$ cat src/sv/utf8v_pkg.sv
// utf8v_pkg: shared types, constants and codes for the utf-8 stream validator
// no dependencies; imported by utf8v_lane, utf8v_merge and utf8_stream_validator_unit

package utf8v_pkg;

    localparam int LANES_DEF = 8;

    localparam logic [7:0] CONT_MIN     = 8'h80;
    localparam logic [7:0] CONT_MAX     = 8'hBF;
    localparam logic [7:0] LEAD_2_MIN   = 8'hC2;
    localparam logic [7:0] LEAD_2_MAX   = 8'hDF;
    localparam logic [7:0] LEAD_3_MIN   = 8'hE0;
    localparam logic [7:0] LEAD_3_MAX   = 8'hEF;
    localparam logic [7:0] LEAD_ED      = 8'hED;
    localparam logic [7:0] LEAD_4_MIN   = 8'hF0;
    localparam logic [7:0] LEAD_4_MAX   = 8'hF4;
    localparam logic [7:0] AFTER_E0_MIN = 8'hA0;
    localparam logic [7:0] AFTER_ED_MAX = 8'h9F;
    localparam logic [7:0] AFTER_F0_MIN = 8'h90;
    localparam logic [7:0] AFTER_F4_MAX = 8'h8F;

    typedef enum logic [2:0] {
        CLS_ANY = 3'd0,
        CLS_E0  = 3'd1,
        CLS_ED  = 3'd2,
        CLS_F0  = 3'd3,
        CLS_F4  = 3'd4
    } byte_class_t;

    typedef struct packed {
        logic        is_ascii;
        logic        bad_lead;
        logic [1:0]  lead_left;
        byte_class_t lead_cls;
        logic        ok_any;
        logic        ok_e0;
        logic        ok_ed;
        logic        ok_f0;
        logic        ok_f4;
    } lane_info_t;

    typedef struct packed {
        logic [1:0]  left;
        byte_class_t cls;
        logic        err;
    } scan_state_t;

endpackage

$ cat src/sv/utf8v_lane.sv
// utf8v_lane: per-byte classifier, one instance per byte lane
// depends on utf8v_pkg

module utf8v_lane
    import utf8v_pkg::*;
(
    input  logic [7:0] data_byte,
    output lane_info_t info
);

    always_comb
    begin
        info.is_ascii  = (data_byte < CONT_MIN);
        info.bad_lead  = ((data_byte >= CONT_MIN) && (data_byte < LEAD_2_MIN))
                         || (data_byte > LEAD_4_MAX);
        info.lead_left = 2'd0;
        info.lead_cls  = CLS_ANY;
        if ((data_byte >= LEAD_2_MIN) && (data_byte <= LEAD_2_MAX))
        begin
            info.lead_left = 2'd1;
        end
        else if ((data_byte >= LEAD_3_MIN) && (data_byte <= LEAD_3_MAX))
        begin
            info.lead_left = 2'd2;
            if (data_byte == LEAD_3_MIN)
            begin
                info.lead_cls = CLS_E0;
            end
            else if (data_byte == LEAD_ED)
            begin
                info.lead_cls = CLS_ED;
            end
        end
        else if ((data_byte >= LEAD_4_MIN) && (data_byte <= LEAD_4_MAX))
        begin
            info.lead_left = 2'd3;
            if (data_byte == LEAD_4_MIN)
            begin
                info.lead_cls = CLS_F0;
            end
            else if (data_byte == LEAD_4_MAX)
            begin
                info.lead_cls = CLS_F4;
            end
        end
        info.ok_any = (data_byte >= CONT_MIN) && (data_byte <= CONT_MAX);
        info.ok_e0  = (data_byte >= AFTER_E0_MIN) && (data_byte <= CONT_MAX);
        info.ok_ed  = (data_byte >= CONT_MIN) && (data_byte <= AFTER_ED_MAX);
        info.ok_f0  = (data_byte >= AFTER_F0_MIN) && (data_byte <= CONT_MAX);
        info.ok_f4  = (data_byte >= CONT_MIN) && (data_byte <= AFTER_F4_MAX);
    end

endmodule

$ cat src/sv/utf8v_merge.sv
// utf8v_merge: chains the sequence state through the lane results in stream order
// depends on utf8v_pkg and the lane_info_t produced by utf8v_lane

module utf8v_merge
    import utf8v_pkg::*;
#(
    parameter int LANES = LANES_DEF
)
(
    input  scan_state_t state_in,
    input  lane_info_t  info [LANES],
    input  logic [LANES-1:0] active,
    output scan_state_t state_out
);

    function automatic scan_state_t step(input scan_state_t st, input lane_info_t li);
        scan_state_t nx;
        logic        ok;
        nx = st;
        ok = li.ok_any;
        if (st.left != 2'd0)
        begin
            case (st.cls)
                CLS_E0:  ok = li.ok_e0;
                CLS_ED:  ok = li.ok_ed;
                CLS_F0:  ok = li.ok_f0;
                CLS_F4:  ok = li.ok_f4;
                default: ok = li.ok_any;
            endcase
            nx.cls = CLS_ANY;
            if (!ok)
            begin
                nx.err  = 1'b1;
                nx.left = 2'd0;
            end
            else
            begin
                nx.left = st.left - 2'd1;
            end
        end
        else if (li.bad_lead)
        begin
            nx.err = 1'b1;
        end
        else if (!li.is_ascii)
        begin
            nx.left = li.lead_left;
            nx.cls  = li.lead_cls;
        end
        return nx;
    endfunction

    always_comb
    begin
        state_out = state_in;
        for (int i = 0; i < LANES; i++)
        begin
            if (active[i])
            begin
                state_out = step(state_out, info[i]);
            end
        end
    end

endmodule

$ cat src/sv/utf8_stream_validator_unit.sv
// utf8_stream_validator_unit: top level of the utf-8 stream validator
// depends on utf8v_pkg, utf8v_lane and utf8v_merge

// Checks that a byte stream is well-formed UTF-8. Each input item carries up to
// LANES bytes (byte_count of them valid, a larger count meaning all lanes); a
// multi-byte sequence may run across items. The item with tlast high closes the
// text: it yields one result item whose bit 0 is 1 when the whole text was
// well-formed with no sequence left open, and the checker then starts afresh.
// Items without tlast yield nothing. One item is taken every clock cycle; the
// cycle is set by the classify-and-chain path through all LANES byte lanes.
// The result waits in an output register; while it waits a closing item is held
// off but other items are still taken. There is no clearing pass after reset.

module utf8_stream_validator_unit
    import utf8v_pkg::*;
#(
    parameter int LANES = LANES_DEF
)
(
    input  logic clk,
    input  logic rst_n,
    input  logic s_tvalid,
    output logic s_tready,
    // byte_0 .. byte_(LANES-1), byte_count, zero fill
    input  logic [((LANES*8+$clog2(LANES+1)+7)/8)*8-1:0] s_tdata,
    input  logic s_tlast,
    output logic m_tvalid,
    input  logic m_tready,
    // text_valid, zero fill
    output logic [7:0] m_tdata
);

    localparam int CNT_W = $clog2(LANES + 1);

    logic [CNT_W-1:0] byte_count;
    logic [LANES-1:0] lane_active;
    lane_info_t       info [LANES];
    scan_state_t      state_reg;
    scan_state_t      state_next;
    scan_state_t      merged;
    logic             out_valid_reg;
    logic             out_valid_next;
    logic             text_valid_reg;
    logic             text_valid_next;
    logic             accept;

    assign byte_count = s_tdata[LANES*8 +: CNT_W];

    for (genvar i = 0; i < LANES; i++)
    begin : g_lane
        assign lane_active[i] = (CNT_W'(i) < byte_count);
        utf8v_lane u_lane
        (
            .data_byte (s_tdata[i*8 +: 8]),
            .info      (info[i])
        );
    end

    utf8v_merge #(.LANES(LANES)) u_merge
    (
        .state_in  (state_reg),
        .info      (info),
        .active    (lane_active),
        .state_out (merged)
    );

    assign s_tready = !out_valid_reg || m_tready || !s_tlast;
    assign accept   = s_tvalid && s_tready;
    assign m_tvalid = out_valid_reg;
    assign m_tdata  = {7'd0, text_valid_reg};

    always_comb
    begin
        state_next      = state_reg;
        out_valid_next  = out_valid_reg && !m_tready;
        text_valid_next = text_valid_reg;
        if (accept)
        begin
            if (s_tlast)
            begin
                state_next      = '{left: 2'd0, cls: CLS_ANY, err: 1'b0};
                out_valid_next  = 1'b1;
                text_valid_next = !merged.err && (merged.left == 2'd0);
            end
            else
            begin
                state_next = merged;
            end
        end
    end

    always_ff @(posedge clk or negedge rst_n)
    begin
        if (!rst_n)
        begin
            state_reg      <= '{left: 2'd0, cls: CLS_ANY, err: 1'b0};
            out_valid_reg  <= 1'b0;
            text_valid_reg <= 1'b0;
        end
        else
        begin
            state_reg      <= state_next;
            out_valid_reg  <= out_valid_next;
            text_valid_reg <= text_valid_next;
        end
    end

    a_end_gives_result: assert property (@(posedge clk) disable iff (!rst_n)
        accept && s_tlast |=> m_tvalid)
        else $error("closing item gave no result");

    a_end_clears_state: assert property (@(posedge clk) disable iff (!rst_n)
        accept && s_tlast |=> (state_reg.left == 2'd0) && !state_reg.err
                              && (state_reg.cls == CLS_ANY))
        else $error("state not cleared after closing item");

    a_class_needs_two_left: assert property (@(posedge clk) disable iff (!rst_n)
        state_reg.cls != CLS_ANY |-> state_reg.left >= 2'd2)
        else $error("narrow class held without two continuations owed");

    a_no_drop_result: assert property (@(posedge clk) disable iff (!rst_n)
        m_tvalid && !m_tready |=> m_tvalid && $stable(text_valid_reg))
        else $error("pending result lost or changed");

endmodule
$ cat config.mk
export PLATFORM = sky130hd
export DESIGN_NAME = utf8_stream_validator_unit
export DESIGN_NICKNAME = d
export VERILOG_FILES = /design/src/sv/utf8v_pkg.sv /design/src/sv/utf8v_lane.sv /design/src/sv/utf8v_merge.sv /design/src/sv/utf8_stream_validator_unit.sv
export SDC_FILE = /design/constraint.sdc
export NUM_CORES = 1
export LEC_CHECK = 0
export ABC_CLOCK_PERIOD_IN_PS = 10900
export BUFFER_PORTS_ARGS = -buffer_cell sky130_fd_sc_hd__buf_4
export CORE_MARGIN = 4
export CORE_UTILIZATION = 56
export CTS_CLUSTER_DIAMETER = 60
export DETAILED_ROUTE_END_ITERATION = 6
export HOLD_SLACK_MARGIN = 0.03
export PLACE_DENSITY = 0.87
export REMOVE_ABC_BUFFERS = 1
export SETUP_SLACK_MARGIN = 0.1
export SYNTH_ARGS = -nofsm -noshare
export SYNTH_HDL_FRONTEND = slang
export SYNTH_HIERARCHICAL = 1
export SYNTH_SLANG_ARGS = --single-unit
export TNS_END_PERCENT = 10
$ cat constraint.sdc
create_clock -name clk -period 10.9 [get_ports clk]
set_clock_uncertainty 0.05 [all_clocks]
set_input_delay 1.09 -clock clk [delete_from_list [all_inputs] [get_ports clk]]
set_output_delay 1.09 -clock clk [all_outputs]
set_load 0.05 [all_outputs]
Word level (Yosys, flattened, before mapping)
Cells that the tools add are included.
{"block": "totals", "input_bits": 77, "out_inout_bits": 10, "word_cells": 451, "regBits": 8}
{"block": "classes", "reduce_logical": 99, "n_lt_le_gt_ge": 128, "n_eq_ne": 64, "n_addsub": 8, "muxes": 147}
{"cell": "$ge A8 B8 Y1 const B", "count": 48}
{"cell": "$le A8 B8 Y1 const B", "count": 48}
{"cell": "$eq A8 B8 Y1 const B", "count": 32}
{"cell": "$mux W5", "count": 32}
{"cell": "$lt A8 B8 Y1 const B", "count": 16}
{"cell": "$mux W6", "count": 17}
{"cell": "$mux W3", "count": 32}
{"cell": "$logic_and A1 B1 Y1", "count": 75}
{"cell": "$gt A8 B8 Y1 const B", "count": 8}
{"cell": "$eq A3 B2 Y1 const B", "count": 16}
{"cell": "$mux W2", "count": 24}
{"cell": "$mux W1", "count": 34}
{"cell": "$pmux W1 S4", "count": 8}
{"cell": "$eq A3 B1 Y1 const B", "count": 8}
{"cell": "$eq A3 B3 Y1 const B", "count": 8}
{"cell": "$lt A3 B4 Y1 const A", "count": 4}
{"cell": "$reduce_bool A2 Y1", "count": 8}
{"cell": "$sub A2 B1 Y2 const B", "count": 8}
{"cell": "$logic_or A1 B1 Y1", "count": 10}
{"cell": "$lt A1 B4 Y1 const A", "count": 2}
{"cell": "$lt A2 B4 Y1 const A", "count": 2}
{"cell": "$logic_not A1 Y1", "count": 4}
{"cell": "$logic_not A2 Y1", "count": 1}
{"cell": "$reduce_and A2 Y1", "count": 1}

Longest topological paths before layout
{"block": "logic_depth", "ltp_word": 61, "mapped_depth": 56, "ltp_nobuf": 53}

Modules after synthesis
The synthesis kept the hierarchy.
{"module": "utf8v_merge", "n_inst": 1, "area_per_inst_um2": 1994.4, "cells_each": 311, "seq_area_each_um2": 0.0}
{"module": "utf8v_lane", "n_inst": 8, "area_per_inst_um2": 156.4, "cells_each": 27, "seq_area_each_um2": 0.0}
{"module": "utf8_stream_validator_unit", "n_inst": 1, "area_per_inst_um2": 429.2, "cells_each": 40, "seq_area_each_um2": 200.2}

Worst setup path before layout
OpenSTA, ideal clock, no wires.
{"block": "synth_timing", "path_kind": "input to register", "startpoint": "input port s_tdata[66]", "endpoint": "register text_valid_reg", "slack_ps": 757, "setup_time_ps": 127, "required_time_ps": 10723, "cell_stages": 45, "arrival_ps": 9966, "path_cell_list": "or3_4 or2_1 buf_2 nor4bb_4 a211o_1 a2111oi_1 nor4_1 a311oi_4 ha_1 nor2b_1 clkbuf_1 nand2_1 o21ai_0 a21o_1 inv_1 ha_1 nor4bb_1 nand2_1 [... 9 more ...] a221o_1 or3b_1 a31oi_1 nor3_1 or3_1 a21oi_2 ha_1 clkbuf_1 o31ai_1 a21oi_1 nor2_1 ha_1 inv_1 o2111ai_1 or4_1 nand4_1 nor3_1 mux2_1"}
{"item": "from (decl)", "line": "utf8_stream_validator_unit.sv:25", "source": "input logic [((LANES*8+$clog2(LANES+1)+7)/8)*8-1:0] s_tdata,"}
{"item": "to (signal assigned)", "line": "utf8_stream_validator_unit.sv:104", "source": "text_valid_reg <= text_valid_next;"}
{"item": "to (decl)", "line": "utf8_stream_validator_unit.sv:43", "source": "logic text_valid_reg;"}

==> impl_metrics.json <==
{
  "max-slew-margin-rel_pct": 56.9,
  "worst_setup_path_end_kind": "register",
  "tritoncts_clock_tree": "done",
  "post_synth_instance_area_sq_mm": 0.00367,
  "hold_class": "register to register",
  "areaGrowthSynthToFinish_pct": 23.7,
  "finalNonFillerCells": 737,
  "ys.warnings.count": 6,
  "crit_fanout": 8,
  "clk_latency_ns": 0.23,
  "max_stage_delay_ns": 0.51,
  "unrepaired_setup_endpoints_after_global_routing": "false",
  "crit_path_top_delay_cell": "sky130_fd_sc_hd__or4_1",
  "power_leakage_nw": 1.96,
  "syn-mean-instance-area_sq_um": 6.48,
  "synth.top_cells.by_count": "sky130_fd_sc_hd__nor2_1 (75), sky130_fd_sc_hd__nand2_1 (59), sky130_fd_sc_hd__inv_1 (39)",
  "number_of_max_capacitance_violations_reported": 0,
  "tritoncts_sinks": 8,
  "postSynth.topFlopCell": "sky130_fd_sc_hd__dfrtp_1",
  "worst-endpoint-required_ns": 10.96,
  "synth-edff-count": 0,
  "synth.distinct_cells": 76,
  "synth.ff_latch_count": 8,
  "topRoutingLayerUsed": "met4",
  "clockBufferDepth": 2,
  "io_pins": 87,
  "die_height_um": 89.0,
  "final.setup.tns_ns": 0,
  "fin_nets": 747,
  "synth_largest_area_cell": "sky130_fd_sc_hd__nor2_1",
  "dieWidth_um": 89.0,
  "final.setup.worst_slack_ns": 0.610,
  "grt_remaining_overflow": 0,
  "power.density_cell_area_mw_per_mm2": 139,
  "track_usage_pct": 26.9,
  "crit_path_start_kind": "primary input",
  "number_of_global_route_vias_before_repair": 4342,
  "worstMarginPinSlew_ns": 0.645,
  "async_reset_ff_share_pct": 100,
  "final_max_slew_viol_count": 0,
  "final_min_period_over_clock_period_pct": 94.4,
  "drive_above_1_share_pct": 22.6,
  "netlist_top_cells_area": "sky130_fd_sc_hd__nor2_1 (7.7%), sky130_fd_sc_hd__nand2_1 (6.0%), sky130_fd_sc_hd__dfrtp_1 (5.4%)",
  "n_fill_cell": 527,
  "detail_route.wirelength.met1_mm": 4.63,
  "critPathKind": "primary input to register",
  "max-vdd-ir-drop_uv": 97.2,
  "cell_with_the_most_instances_after_synthesis": "sky130_fd_sc_hd__nor2_1",
  "number_of_instances_in_the_synthesized_netlist": 567,
  "drt-vias-per-instance": 6.43,
  "largest_register_ffs": 6,
  "met2RoutedLength_mm": 5.30,
  "cts_max_level": 1,
  "grt_start_max_net_pins": 17,
  "hold_violations": 0,
  "place_ws_ns": 0.297,
  "number_of_antenna_violations_at_the_first_check_in_global_routing": 0,
  "global_route_wire_length_before_repair_mm": 18.1,
  "antenna_left": 0,
  "fmaxAchievable_mhz": 97.2,
  "clock_pin_slew_of_the_registers_on_the_worst_case_setup_and_hold_paths_ns": 0.04,
  "place.detailed.hpwl_mm": 8.67,
  "path_common_cell": "sky130_fd_sc_hd__nand2_1",
  "floorplan.core_area_sq_mm": 0.00635,
  "numPortBuffers": 75,
  "wl_mm": 10.8,
  "die_area_sq_mm": 0.00792,
  "initial_core_util_pct": 57.9,
  "initialDrtViolationCount": 333,
  "synth_top_cell_area_share_pct": 7.66,
  "timing.final.crit_period_ns": 10.29,
  "synth_sequential_area_ratio_pct": 5.45,
  "antenna-diode-count": 0,
  "drt_first_pass_iters": 5,
  "ctsHoldBuffers": 0,
  "post_drt_wl_per_cell_um": 14.7,
  "setup_violations": 0,
  "vias_post_dr": 4737,
  "arrival_time_of_data_at_the_critical_path_endpoint_ns": 10.35,
  "root_buffer": "sky130_fd_sc_hd__clkbuf_8",
  "status": "completed",
  "dpl.cell_count": 731,
  "wl_met3_um": 681,
  "row_count": 29,
  "clock_buffer_count_from_cts": 3,
  "gpl.final_weighted_congestion": 0.900,
  "drc_errors": 0
}
[timing repair]
item,CTS,global route
buffers inserted,0,3
gates resized for setup,0,16
endpoints found under the setup margin,0,4
[critical path, delay by kind of cell]
family          cells  cell delay [ns]
fa+ha+maj           5             1.23
compound gates     20             3.36
simple gates       17             3.02
mux                 4             1.23
buf+inv             4             0.38
[stage by stage]
step	hold WS [ns]	power [mW]	area, sq um	utilization (%)
5_1_grt	0.491	0.693	4550	71.6
3_5_place_dp	0.453	0.565	4430	69.7
2_1_floorplan	0.416	0.387	3610	-
4_1_cts	0.464	0.606	4470	70.4
6_report	0.465	0.631	4550	71.6
3_3_place_gp	0.437	0.545	4430	69.7
[layer usage]
metal	GRT usage, %	vias to the layer above
met5	0	-
met4	7.17	0
met3	2.49	25
met2	49.5	189
met1	33.2	2168
li1	-	2355
[final cells by class]
class,instances,area [sq um],share of cell area [%]
flip-flops and latches,8,200,4.40
well taps,77,96.3,2.12
repair buffers,99,743,16.4
clock buffers,3,41.3,0.908
multi-input cells,509,3310,72.8
inverters,41,154,3.39
[cells by family (layout without fill, tap and decap cells)]
kind of cell               after synthesis  in the layout  synth area share [%]
adders and majority gates                8              8                  2.72
xor gates and xnor gates                 5              5                  1.19
DFF                                      8              8                  5.45
buffers and inverters                   56            143                  6.57
other                                    1              7                 0.102
muxes                                   10             10                  3.57
and+or+nand+nor                        281            281                  41.1
AOI/OAI and AO/OA                      198            198                  39.3
[placed cells by master, fill, tap and decap left out, types with 9 or more instances in the layout]
master and count:
sky130_fd_sc_hd__inv_1 39, sky130_fd_sc_hd__o21ai_0 26, sky130_fd_sc_hd__o211a_1 11, sky130_fd_sc_hd__nor3b_1 10
sky130_fd_sc_hd__or4_1 12, sky130_fd_sc_hd__and2_1 9, sky130_fd_sc_hd__nor3_1 29, sky130_fd_sc_hd__o31ai_1 10
sky130_fd_sc_hd__a21oi_1 26, sky130_fd_sc_hd__o211ai_1 16, sky130_fd_sc_hd__nand2_1 59, sky130_fd_sc_hd__o21a_1 19
sky130_fd_sc_hd__buf_4 99, sky130_fd_sc_hd__a31oi_1 20, sky130_fd_sc_hd__nor2_1 75, sky130_fd_sc_hd__nand2b_1 17
sky130_fd_sc_hd__nand3_1 10
[worst paths after layout]
kind | slack, ns | startpoint | to | cells after the start
min in group asynchronous | 0.62 | rst_n | m_tvalid | 1
worst max register to register | 1.38 | state_reg[4] | text_valid_reg | 43
max in group asynchronous | 10.05 | rst_n | state_reg[4] | 1
worst max-delay path | 0.61 | s_tdata[0] | text_valid_reg | 50
worst min-delay path | 0.47 | state_reg[0] | state_reg[0] | 1
worst min register to register | 0.47 | state_reg[0] | state_reg[0] | 1
[where the power goes]
part	internal, mW	switching, mW
registers	0.0353	0.00702
clock network	0.0239	0.0115
logic	0.252	0.302
Note: power is estimated with default switching activity, not from simulation.
